$ cat src/olist_pkg.sv
// Types and constants of the ordered value list
package olist_pkg;

  localparam int unsigned VALUE_W     = 32;
  localparam int unsigned KIND_W      = 2;
  localparam int unsigned STATUS_W    = 2;
  localparam int unsigned POS_OUT_W   = 4;
  localparam int unsigned COUNT_OUT_W = 5;
  localparam int unsigned RES_DATA_W  = 16;

  typedef enum logic [KIND_W-1:0] {
    OP_APPEND = 2'd0,
    OP_FIND   = 2'd1,
    OP_DELETE = 2'd2,
    OP_CLEAR  = 2'd3
  } kind_t;

  typedef enum logic [STATUS_W-1:0] {
    STAT_OK        = 2'd0,
    STAT_FULL      = 2'd1,
    STAT_NOT_FOUND = 2'd2
  } status_t;

  typedef enum logic [1:0] {
    ST_IDLE,
    ST_SEARCH,
    ST_DONE
  } state_t;

  // search token walking down the chain
  typedef struct packed {
    logic               act;
    logic               hit;
    logic [VALUE_W-1:0] key;
  } token_t;

  // strobes broadcast to every cell
  typedef struct packed {
    logic append_en;
    logic shift_en;
  } cell_ctrl_t;

endpackage

$ cat src/olist_cell.sv
// One list cell: holds a slot, compares the passing token, shifts on delete
module olist_cell
  import olist_pkg::*;
#(
  parameter int DEPTH = 16,
  parameter int IDX   = 0
) (
  input  logic                         clk,
  input  logic                         rst,
  input  cell_ctrl_t                   ctrl,
  input  logic [$clog2(DEPTH+1)-1:0]   count,
  input  logic [$clog2(DEPTH)-1:0]     shift_pos,
  input  logic [VALUE_W-1:0]           wr_value,
  input  logic [VALUE_W-1:0]           nbr_slot,
  input  token_t                       tok_i,
  input  logic [$clog2(DEPTH)-1:0]     pos_i,
  output token_t                       tok_o,
  output logic [$clog2(DEPTH)-1:0]     pos_o,
  output logic [VALUE_W-1:0]           slot
);

  localparam int PW = $clog2(DEPTH);
  localparam int CW = $clog2(DEPTH+1);

  logic live;
  logic match;

  assign live  = CW'(IDX) < count;
  assign match = tok_i.act && !tok_i.hit && live && (slot == tok_i.key);

  always_ff @(posedge clk) begin
    if (rst) begin
      tok_o.act <= 1'b0;
    end else begin
      tok_o.act <= tok_i.act;
      tok_o.hit <= tok_i.hit | match;
      tok_o.key <= tok_i.key;
      pos_o     <= match ? PW'(IDX) : pos_i;
    end
  end

  // append writes the tail slot; delete pulls the upper neighbor down
  always_ff @(posedge clk) begin
    if (ctrl.append_en && (CW'(IDX) == count)) begin
      slot <= wr_value;
    end else if (ctrl.shift_en && (PW'(IDX) >= shift_pos)) begin
      slot <= nbr_slot;
    end
  end

endmodule

$ cat src/ordered_value_list.sv
// Ordered value list: top level with request control and the cell chain
// Append and clear: the request moves the control to ST_DONE, and the result is then loaded
//   into the output register, raising m_tvalid. Find and delete: the request sends a search token
//   down the cell chain, one cell per cycle; the result is loaded once it leaves the last cell.
// One request is in work at a time. A finished result waits in the output register while the
//   next request is taken; a result held by m_tready low delays the following one by the stall.
// rst (synchronous) empties the list and drops m_tvalid; slot contents are not cleared.
module ordered_value_list
  import olist_pkg::*;
#(
  parameter int DEPTH = 16
) (
  input  logic                  clk,
  input  logic                  rst,
  input  logic                  s_tvalid,
  output logic                  s_tready,
  input  logic [VALUE_W-1:0]    s_tdata,   // [31:0] value
  input  logic [KIND_W-1:0]     s_tuser,   // [1:0] kind
  output logic                  m_tvalid,
  input  logic                  m_tready,
  output logic [RES_DATA_W-1:0] m_tdata,   // [0] found, [4:1] position, [9:5] count,
                                           // [10] empty_res, [15:11] zero
  output logic [STATUS_W-1:0]   m_tuser    // [1:0] status
);

  localparam int PW = $clog2(DEPTH);
  localparam int CW = $clog2(DEPTH+1);

  state_t              state;
  state_t              state_next;
  logic [CW-1:0]       count;
  logic                is_del;
  status_t             res_status;
  logic                res_found;
  logic [PW-1:0]       res_pos;

  logic                accept;
  kind_t               in_kind;
  logic                full;
  logic                search_done;
  logic                load_out;
  cell_ctrl_t          cell_ctrl;
  token_t              tok_in;

  token_t              tok  [DEPTH];
  logic [PW-1:0]       pos  [DEPTH];
  logic [VALUE_W-1:0]  slot [DEPTH];

  assign in_kind = kind_t'(s_tuser);
  assign full    = count == CW'(DEPTH);

  // ---------------- control: next state ----------------
  always_comb begin
    state_next = state;
    unique case (state)
      ST_IDLE: begin
        if (accept) begin
          if (in_kind == OP_FIND || in_kind == OP_DELETE) begin
            state_next = ST_SEARCH;
          end else begin
            state_next = ST_DONE;
          end
        end
      end
      ST_SEARCH: begin
        if (tok[DEPTH-1].act) begin
          state_next = ST_DONE;
        end
      end
      ST_DONE: begin
        if (!m_tvalid || m_tready) begin
          state_next = ST_IDLE;
        end
      end
      default: state_next = ST_IDLE;
    endcase
  end

  // ---------------- control: outputs ----------------
  always_comb begin
    s_tready            = (state == ST_IDLE);
    accept              = s_tvalid && (state == ST_IDLE);
    search_done         = (state == ST_SEARCH) && tok[DEPTH-1].act;
    load_out            = (state == ST_DONE) && (!m_tvalid || m_tready);
    cell_ctrl.append_en = accept && (in_kind == OP_APPEND) && !full;
    cell_ctrl.shift_en  = search_done && tok[DEPTH-1].hit && is_del;
    tok_in.act          = accept && (in_kind == OP_FIND || in_kind == OP_DELETE);
    tok_in.hit          = 1'b0;
    tok_in.key          = s_tdata;
  end

  always_ff @(posedge clk) begin
    if (rst) begin
      state <= ST_IDLE;
    end else begin
      state <= state_next;
    end
  end

  // fill count
  always_ff @(posedge clk) begin
    if (rst) begin
      count <= '0;
    end else if (accept) begin
      case (in_kind)
        OP_APPEND: if (!full) count <= count + CW'(1);
        OP_CLEAR:  count <= '0;
        default:   count <= count;
      endcase
    end else if (cell_ctrl.shift_en) begin
      count <= count - CW'(1);
    end
  end

  // pending result
  always_ff @(posedge clk) begin
    if (accept) begin
      is_del     <= (in_kind == OP_DELETE);
      res_found  <= 1'b0;
      res_pos    <= '0;
      res_status <= (in_kind == OP_APPEND && full) ? STAT_FULL : STAT_OK;
    end else if (search_done) begin
      res_found  <= tok[DEPTH-1].hit;
      res_pos    <= tok[DEPTH-1].hit ? pos[DEPTH-1] : '0;
      res_status <= tok[DEPTH-1].hit ? STAT_OK : STAT_NOT_FOUND;
    end
  end

  // output register
  always_ff @(posedge clk) begin
    if (rst) begin
      m_tvalid <= 1'b0;
    end else if (load_out) begin
      m_tvalid <= 1'b1;
    end else if (m_tready) begin
      m_tvalid <= 1'b0;
    end
  end

  always_ff @(posedge clk) begin
    if (load_out) begin
      m_tuser <= res_status;
      m_tdata <= {5'b0, (count == '0), COUNT_OUT_W'(count), POS_OUT_W'(res_pos), res_found};
    end
  end

  // ---------------- cell chain ----------------
  for (genvar i = 0; i < DEPTH; i++) begin : g_cell
    token_t             c_tok_i;
    logic [PW-1:0]      c_pos_i;
    logic [VALUE_W-1:0] c_nbr;

    if (i == 0) begin : g_head
      assign c_tok_i = tok_in;
      assign c_pos_i = '0;
    end else begin : g_body
      assign c_tok_i = tok[i-1];
      assign c_pos_i = pos[i-1];
    end

    if (i == DEPTH-1) begin : g_tail
      assign c_nbr = slot[i];
    end else begin : g_inner
      assign c_nbr = slot[i+1];
    end

    olist_cell #(
      .DEPTH (DEPTH),
      .IDX   (i)
    ) u_cell (
      .clk       (clk),
      .rst       (rst),
      .ctrl      (cell_ctrl),
      .count     (count),
      .shift_pos (pos[DEPTH-1]),
      .wr_value  (s_tdata),
      .nbr_slot  (c_nbr),
      .tok_i     (c_tok_i),
      .pos_i     (c_pos_i),
      .tok_o     (tok[i]),
      .pos_o     (pos[i]),
      .slot      (slot[i])
    );
  end

endmodule

$ cat config.mk
export PLATFORM = sky130hd
export DESIGN_NAME = ordered_value_list
export DESIGN_NICKNAME = d
export VERILOG_FILES = /design/src/olist_pkg.sv /design/src/olist_cell.sv /design/src/ordered_value_list.sv
export SDC_FILE = /design/constraint.sdc
export NUM_CORES = 2
export LEC_CHECK = 0
export ABC_AREA = 0
export BUFFER_PORTS_ARGS = -buffer_cell sky130_fd_sc_hd__buf_4
export CAP_MARGIN = 40
export CORE_MARGIN = 2
export CORE_UTILIZATION = 52
export DETAILED_ROUTE_END_ITERATION = 10
export PLACE_DENSITY = 0.7
export SLEW_MARGIN = 20
export SYNTH_ARGS = -nofsm -noshare
export SYNTH_HDL_FRONTEND = slang
export SYNTH_HIERARCHICAL = 1
export SYNTH_SLANG_ARGS = --single-unit
export TNS_END_PERCENT = 1
$ cat constraint.sdc
create_clock -name clk -period 10.1 [get_ports clk]
set_input_delay 1.01 -clock clk [delete_from_list [all_inputs] [get_ports clk]]
set_output_delay 1.01 -clock clk [all_outputs]
set_load 0.01 [all_outputs]
; ---- After elaboration in Yosys (flattened, before gate mapping)
; Cells that the tools add are included.
[classes]
add_sub_neg = 2
n_lt_le_gt_ge = 31
n_eq_ne = 42
n_mux = 46
bitwise_logic = 15
n_reduce_logical = 129
[ops]
columns = op, count
row1 = $mux 32, 30
row2 = $eq 32x32->1, 16
row3 = $logic_and 1x1->1, 87
row4 = $eq 4x5->1 const A, 8
row5 = $lt 4x5->1 const A, 8
row6 = $reduce_bool 2->1, 18
row7 = $ge 4x4->1 const A, 7
row8 = $eq 3x5->1 const A, 4
row9 = $lt 3x5->1 const A, 4
row10 = $logic_not 1->1, 17
row11 = $ge 3x4->1 const A, 4
row12 = $mux 5, 3
row13 = $or 1x1->1, 15
row14 = $mux 2, 7
row15 = $eq 2x5->1 const A, 2
row16 = $lt 1x5->1 const A, 2
row17 = $lt 2x5->1 const A, 2
row18 = $pmux 5 s2, 1
row19 = $ge 1x4->1 const A, 2
row20 = $ge 2x4->1 const A, 2
row21 = $eq 2x2->1 const B, 3
row22 = $ne 2x1->1 const B, 3
row23 = $pmux 2 s3, 1
row24 = $reduce_and 3->1, 2
row25 = other kinds (12), 17
[word_totals]
ff_bits = 1102
inputBits = 38

; ---- Logic depth before layout (Yosys ltp)
[depth]
word_depth = 7
ltp_mapped = 9
ltp_nobuf = 7

; ---- Cells and area by module
; The synthesis kept the hierarchy.
[modules_own_cells]
columns = mod, n_inst, cells_per_inst, area_each_um2
row1 = olist_cell at g_cell[3].u_cell, 1, 163, 3123.0
row2 = olist_cell at g_cell[1].u_cell, 1, 162, 3072.9
row3 = olist_cell at g_cell[8].u_cell, 1, 164, 3057.9
row4 = olist_cell at g_cell[0].u_cell, 1, 166, 3044.2
row5 = olist_cell at g_cell[5].u_cell, 1, 171, 3022.9
row6 = olist_cell at g_cell[2].u_cell, 1, 165, 2965.3
row7 = olist_cell at g_cell[4].u_cell, 1, 167, 2965.3
row8 = olist_cell at g_cell[10].u_cell, 1, 166, 2954.1
row9 = olist_cell at g_cell[6].u_cell, 1, 167, 2951.6
row10 = olist_cell at g_cell[7].u_cell, 1, 163, 2950.3
row11 = olist_cell at g_cell[12].u_cell, 1, 167, 2949.1
row12 = olist_cell at g_cell[9].u_cell, 1, 164, 2942.8
row13 = olist_cell at g_cell[11].u_cell, 1, 165, 2936.6
row14 = olist_cell at g_cell[15].u_cell, 1, 164, 2934.1
row15 = 3 more rows, n/a, n/a, n/a

; ---- Least setup slack after synthesis
; Ideal clock, no wire load.
[synth_timing]
path_kind = in2reg
start = input port s_tvalid
end = register g_cell[7].u_cell.slot[0], enable pin
arrival_time_ps = 3711
required_time_ps = 9712
slack_ps = 6001
stages = 8
n_path_buf = 2
path_cell_list = nor3b_2 -> buf_2 -> nand2_1 -> a21oi_1 -> nand4_1 -> nor3_2 -> buf_4 -> a21o_1
[synth_rtl]
columns = element, line_no
row1 = start: declaration, ordered_value_list.sv:15  ; input logic s_tvalid,
row2 = end signal: assignment, olist_cell.sv:45  ; slot <= wr_value;
row3 = end signal: assignment, olist_cell.sv:47  ; slot <= nbr_slot;
row4 = end: declaration, olist_cell.sv:19  ; output logic [VALUE_W-1:0] slot

==> out/metrics.csv <==
stage,metric,value,unit
finish,drive_above_1_share,0.273,
drt,antenna_left,0,
pwr,intPower,7.69,mW
clock_network,h-tree-depth,3,
timing,tns,0,ns
pwr,switching_power,2.20,mW
timing,fin_skew,0.0297,ns
timing,drv_slew,0,
synthesis,ys_warn_count,6,
clock_network,holdBufCountCts,0,
drt,drt-initial-drc-count,3409,
pwr,power_density,184,nW/µm²
clock_network,cts-root-buf,clkbuf_16,
worst_setup_path,cp_data_required_time,10.42,ns
synthesis,syn_avg_cell_area,17.6,µm²
die,io_pins,58,
synthesis,syn_area,48200,µm²
timing,worst_pin_slew,0.888,ns
worst_setup_path,cp_common_cell,buf_4,
timing,min_period_over_period,0.371,
pwr,swShare,0.222,
finish,final_util,0.586,
worst_setup_path,cp_max_fo,33,
clock_network,ctsResizeCount,0,
pwr,seqPwrFrac,0.542,
worst_setup_path,endpoint_kind,register,
global_routing,antenna_found_initial,5,
global_routing,grt_pass1_vias,26317,
clock_network,clock_latency,0.70,ns
timing,rsz0062_at_grt,no,
job,cap_violations,0,
placed_design,dp_hpwl,91900,µm
drt,routedWlPerCell,31.8,µm
min_path,holdCritPathClass,reg2reg,
synthesis,synth_cells,2742,
pwr,ir_drop,0.146,mV
die,initial_core_util,0.525,
clock_network,cts_tree,yes,
timing,relSlewSlack,0.407,
global_routing,overflow,0,
run_status,status,"finished, final reports clean",
clock_network,cts_buffers,111,
finish,fillers,6729,
worst_setup_path,arrival,4.07,ns
clock_network,cts.clk_slew.worst_paths,0.06,ns
clock_network,cts_max_path_buffers,3,
pwr,p_clk_frac,0.413,
drt,wl,135000,µm
drt,first_pass_iters,6,
global_routing,grt_max_degree,38,
clock_network,post_cts_buffers,0,
worst_setup_path,startpoint_type,register,
die,die_h,308,µm
die,fp-row-count,111,
global_routing,grt_usage,0.284,
timing,period_needed,3.75,ns
pwr,p_total,9.89,mW
placed_design,port_buffers,52,
global_routing,grt_pass1_wl,190000,µm
die,die_x,308,µm
worst_setup_path,crit_slowest_cell,a21o_2,
timing,final_hold_viol_count,0,
die,die_area,95100,µm²
drt,drc,0,
finish,area_delta_synth_final,11.8,%
drt,vias,26319,
die,core,91800,µm²
timing,finalSetupViolCount,0,
clock_network,clock-sinks,1117,
placed_design,gp_congestion,0.948,
pwr,comb_power_share,0.044,
finish,nNetsFinal,2965,
drt,routed_via_density,6.18,
pwr,power_leakage,18.6,nW
placed_design,pre_cts_ws,5.54,ns
worst_setup_path,worst-setup-path-type,reg2reg,
timing,timing.hold.ws,0.422,ns
worst_setup_path,cp_cell_sequence,"buf_4, inv_1, ha_1, nor3b_2, a21oi_2, buf_4, nand4_1, nor3_4, buf_4, a21o_2",
worst_setup_path,max_stage_delay,0.68,ns
timing,fmax,267,MHz
timing,setup_ws,6.35,ns
cells in the final DEF (no fill, tap or decap), types with 6 or more instances in the layout:
| cell type | instances |
|---|---|
| a21o_1 | 8 |
| a21oi_1 | 11 |
| a31o_2 | 15 |
| a31oi_1 | 6 |
| and3_1 | 8 |
| and4_1 | 9 |
| buf_4 | 105 |
| bufinv_16 | 10 |
| clkbuf_1 | 23 |
| clkbuf_16 | 112 |
| clkinv_1 | 23 |
| clkinv_2 | 19 |
| conb_1 | 11 |
| dfxtp_1 | 26 |
| edfxtp_1 | 1088 |
| inv_1 | 64 |
| mux2_1 | 41 |
| mux2_2 | 355 |
| mux2_4 | 116 |
| nand2_1 | 39 |
| nand2b_1 | 8 |
| nand3_1 | 21 |
| nand3b_1 | 7 |
| nand4_1 | 33 |
| nor2_1 | 12 |
| nor2b_1 | 21 |
| nor3_1 | 11 |
| nor4_1 | 95 |
| nor4_2 | 12 |
| o31a_1 | 25 |
| o31ai_1 | 25 |
| o41ai_1 | 7 |
| or4_4 | 6 |
| xnor2_1 | 82 |
| xor2_1 | 422 |
flip-flops by register name, summed over array words and instances, names as in the netlist, 2 cells and up:
| name | flops |
|---|---|
| count | 5 |
| g_cell.u_cell/slot | 512 |
| res_pos | 4 |
| m_tuser | 2 |
| m_tdata | 11 |
| g_cell.u_cell/pos_o | 64 |
| res_status | 2 |
| g_cell.u_cell/tok_o | 512 |
| state | 2 |
power by group through the flow:
stage	Combinational [mW]	Sequential, mW	Clock (mW)
finish	0.440	5.36	4.09
CTS	0.429	5.36	4.14
global route	0.455	5.37	4.32
global placement	0.418	5.46	0
floorplan	0.214	5.40	0
detailed placement	0.426	5.46	0
worst max-delay path, delay by kind of cell (launching register included):
kind	cells	cell delay, ns
buffers and inverters	4	1.36
AND/OR/NAND/NOR	3	0.58
adder cells (fa/ha/maj)	1	0.25
AO/OA/AOI/OAI	2	0.86
flip-flops	1	0.31
layer usage:
metal / vias up / wire length [µm] / global-route usage
li1: 10934 / - / -
met1: 13568 / 51000 / 0.370
met2: 1522 / 65600 / 0.474
met3: 295 / 13100 / 0.0557
met4: 0 / 5680 / 0.106
met5: - / 0 / 0
final timing paths:
check                 from                         to  slack, ns  cells past startpoint
max               count[1]  g_cell[7].u_cell/slot[25]       6.35                     10
min          res_status[1]                 m_tuser[1]       0.42                      0
max reg2reg       count[1]  g_cell[7].u_cell/slot[25]       6.35                     10
min reg2reg  res_status[1]                 m_tuser[1]       0.42                      0
metrics by stage:
step                      cells  area, µm²
final                      4258      53800
after global routing       4257      53800
after CTS                  4251      53800
after detailed placement   4046      50200
after global placement     4036      50000
after floorplan            2752      48200
area by class of cell:
type | count | area, µm² | share of cell area
clock buffers | 139 | 2940 | 0.0547
flip-flops and latches | 1117 | 33300 | 0.618
clock inverters | 66 | 639 | 0.0119
repair buffers | 119 | 1030 | 0.0191
diodes | 1 | 2.50 | 0.0000465
inverters | 64 | 240 | 0.00446
multi-input cells | 1509 | 14200 | 0.263
well taps | 1243 | 1560 | 0.0289
Power figures use the tool's default switching activity.
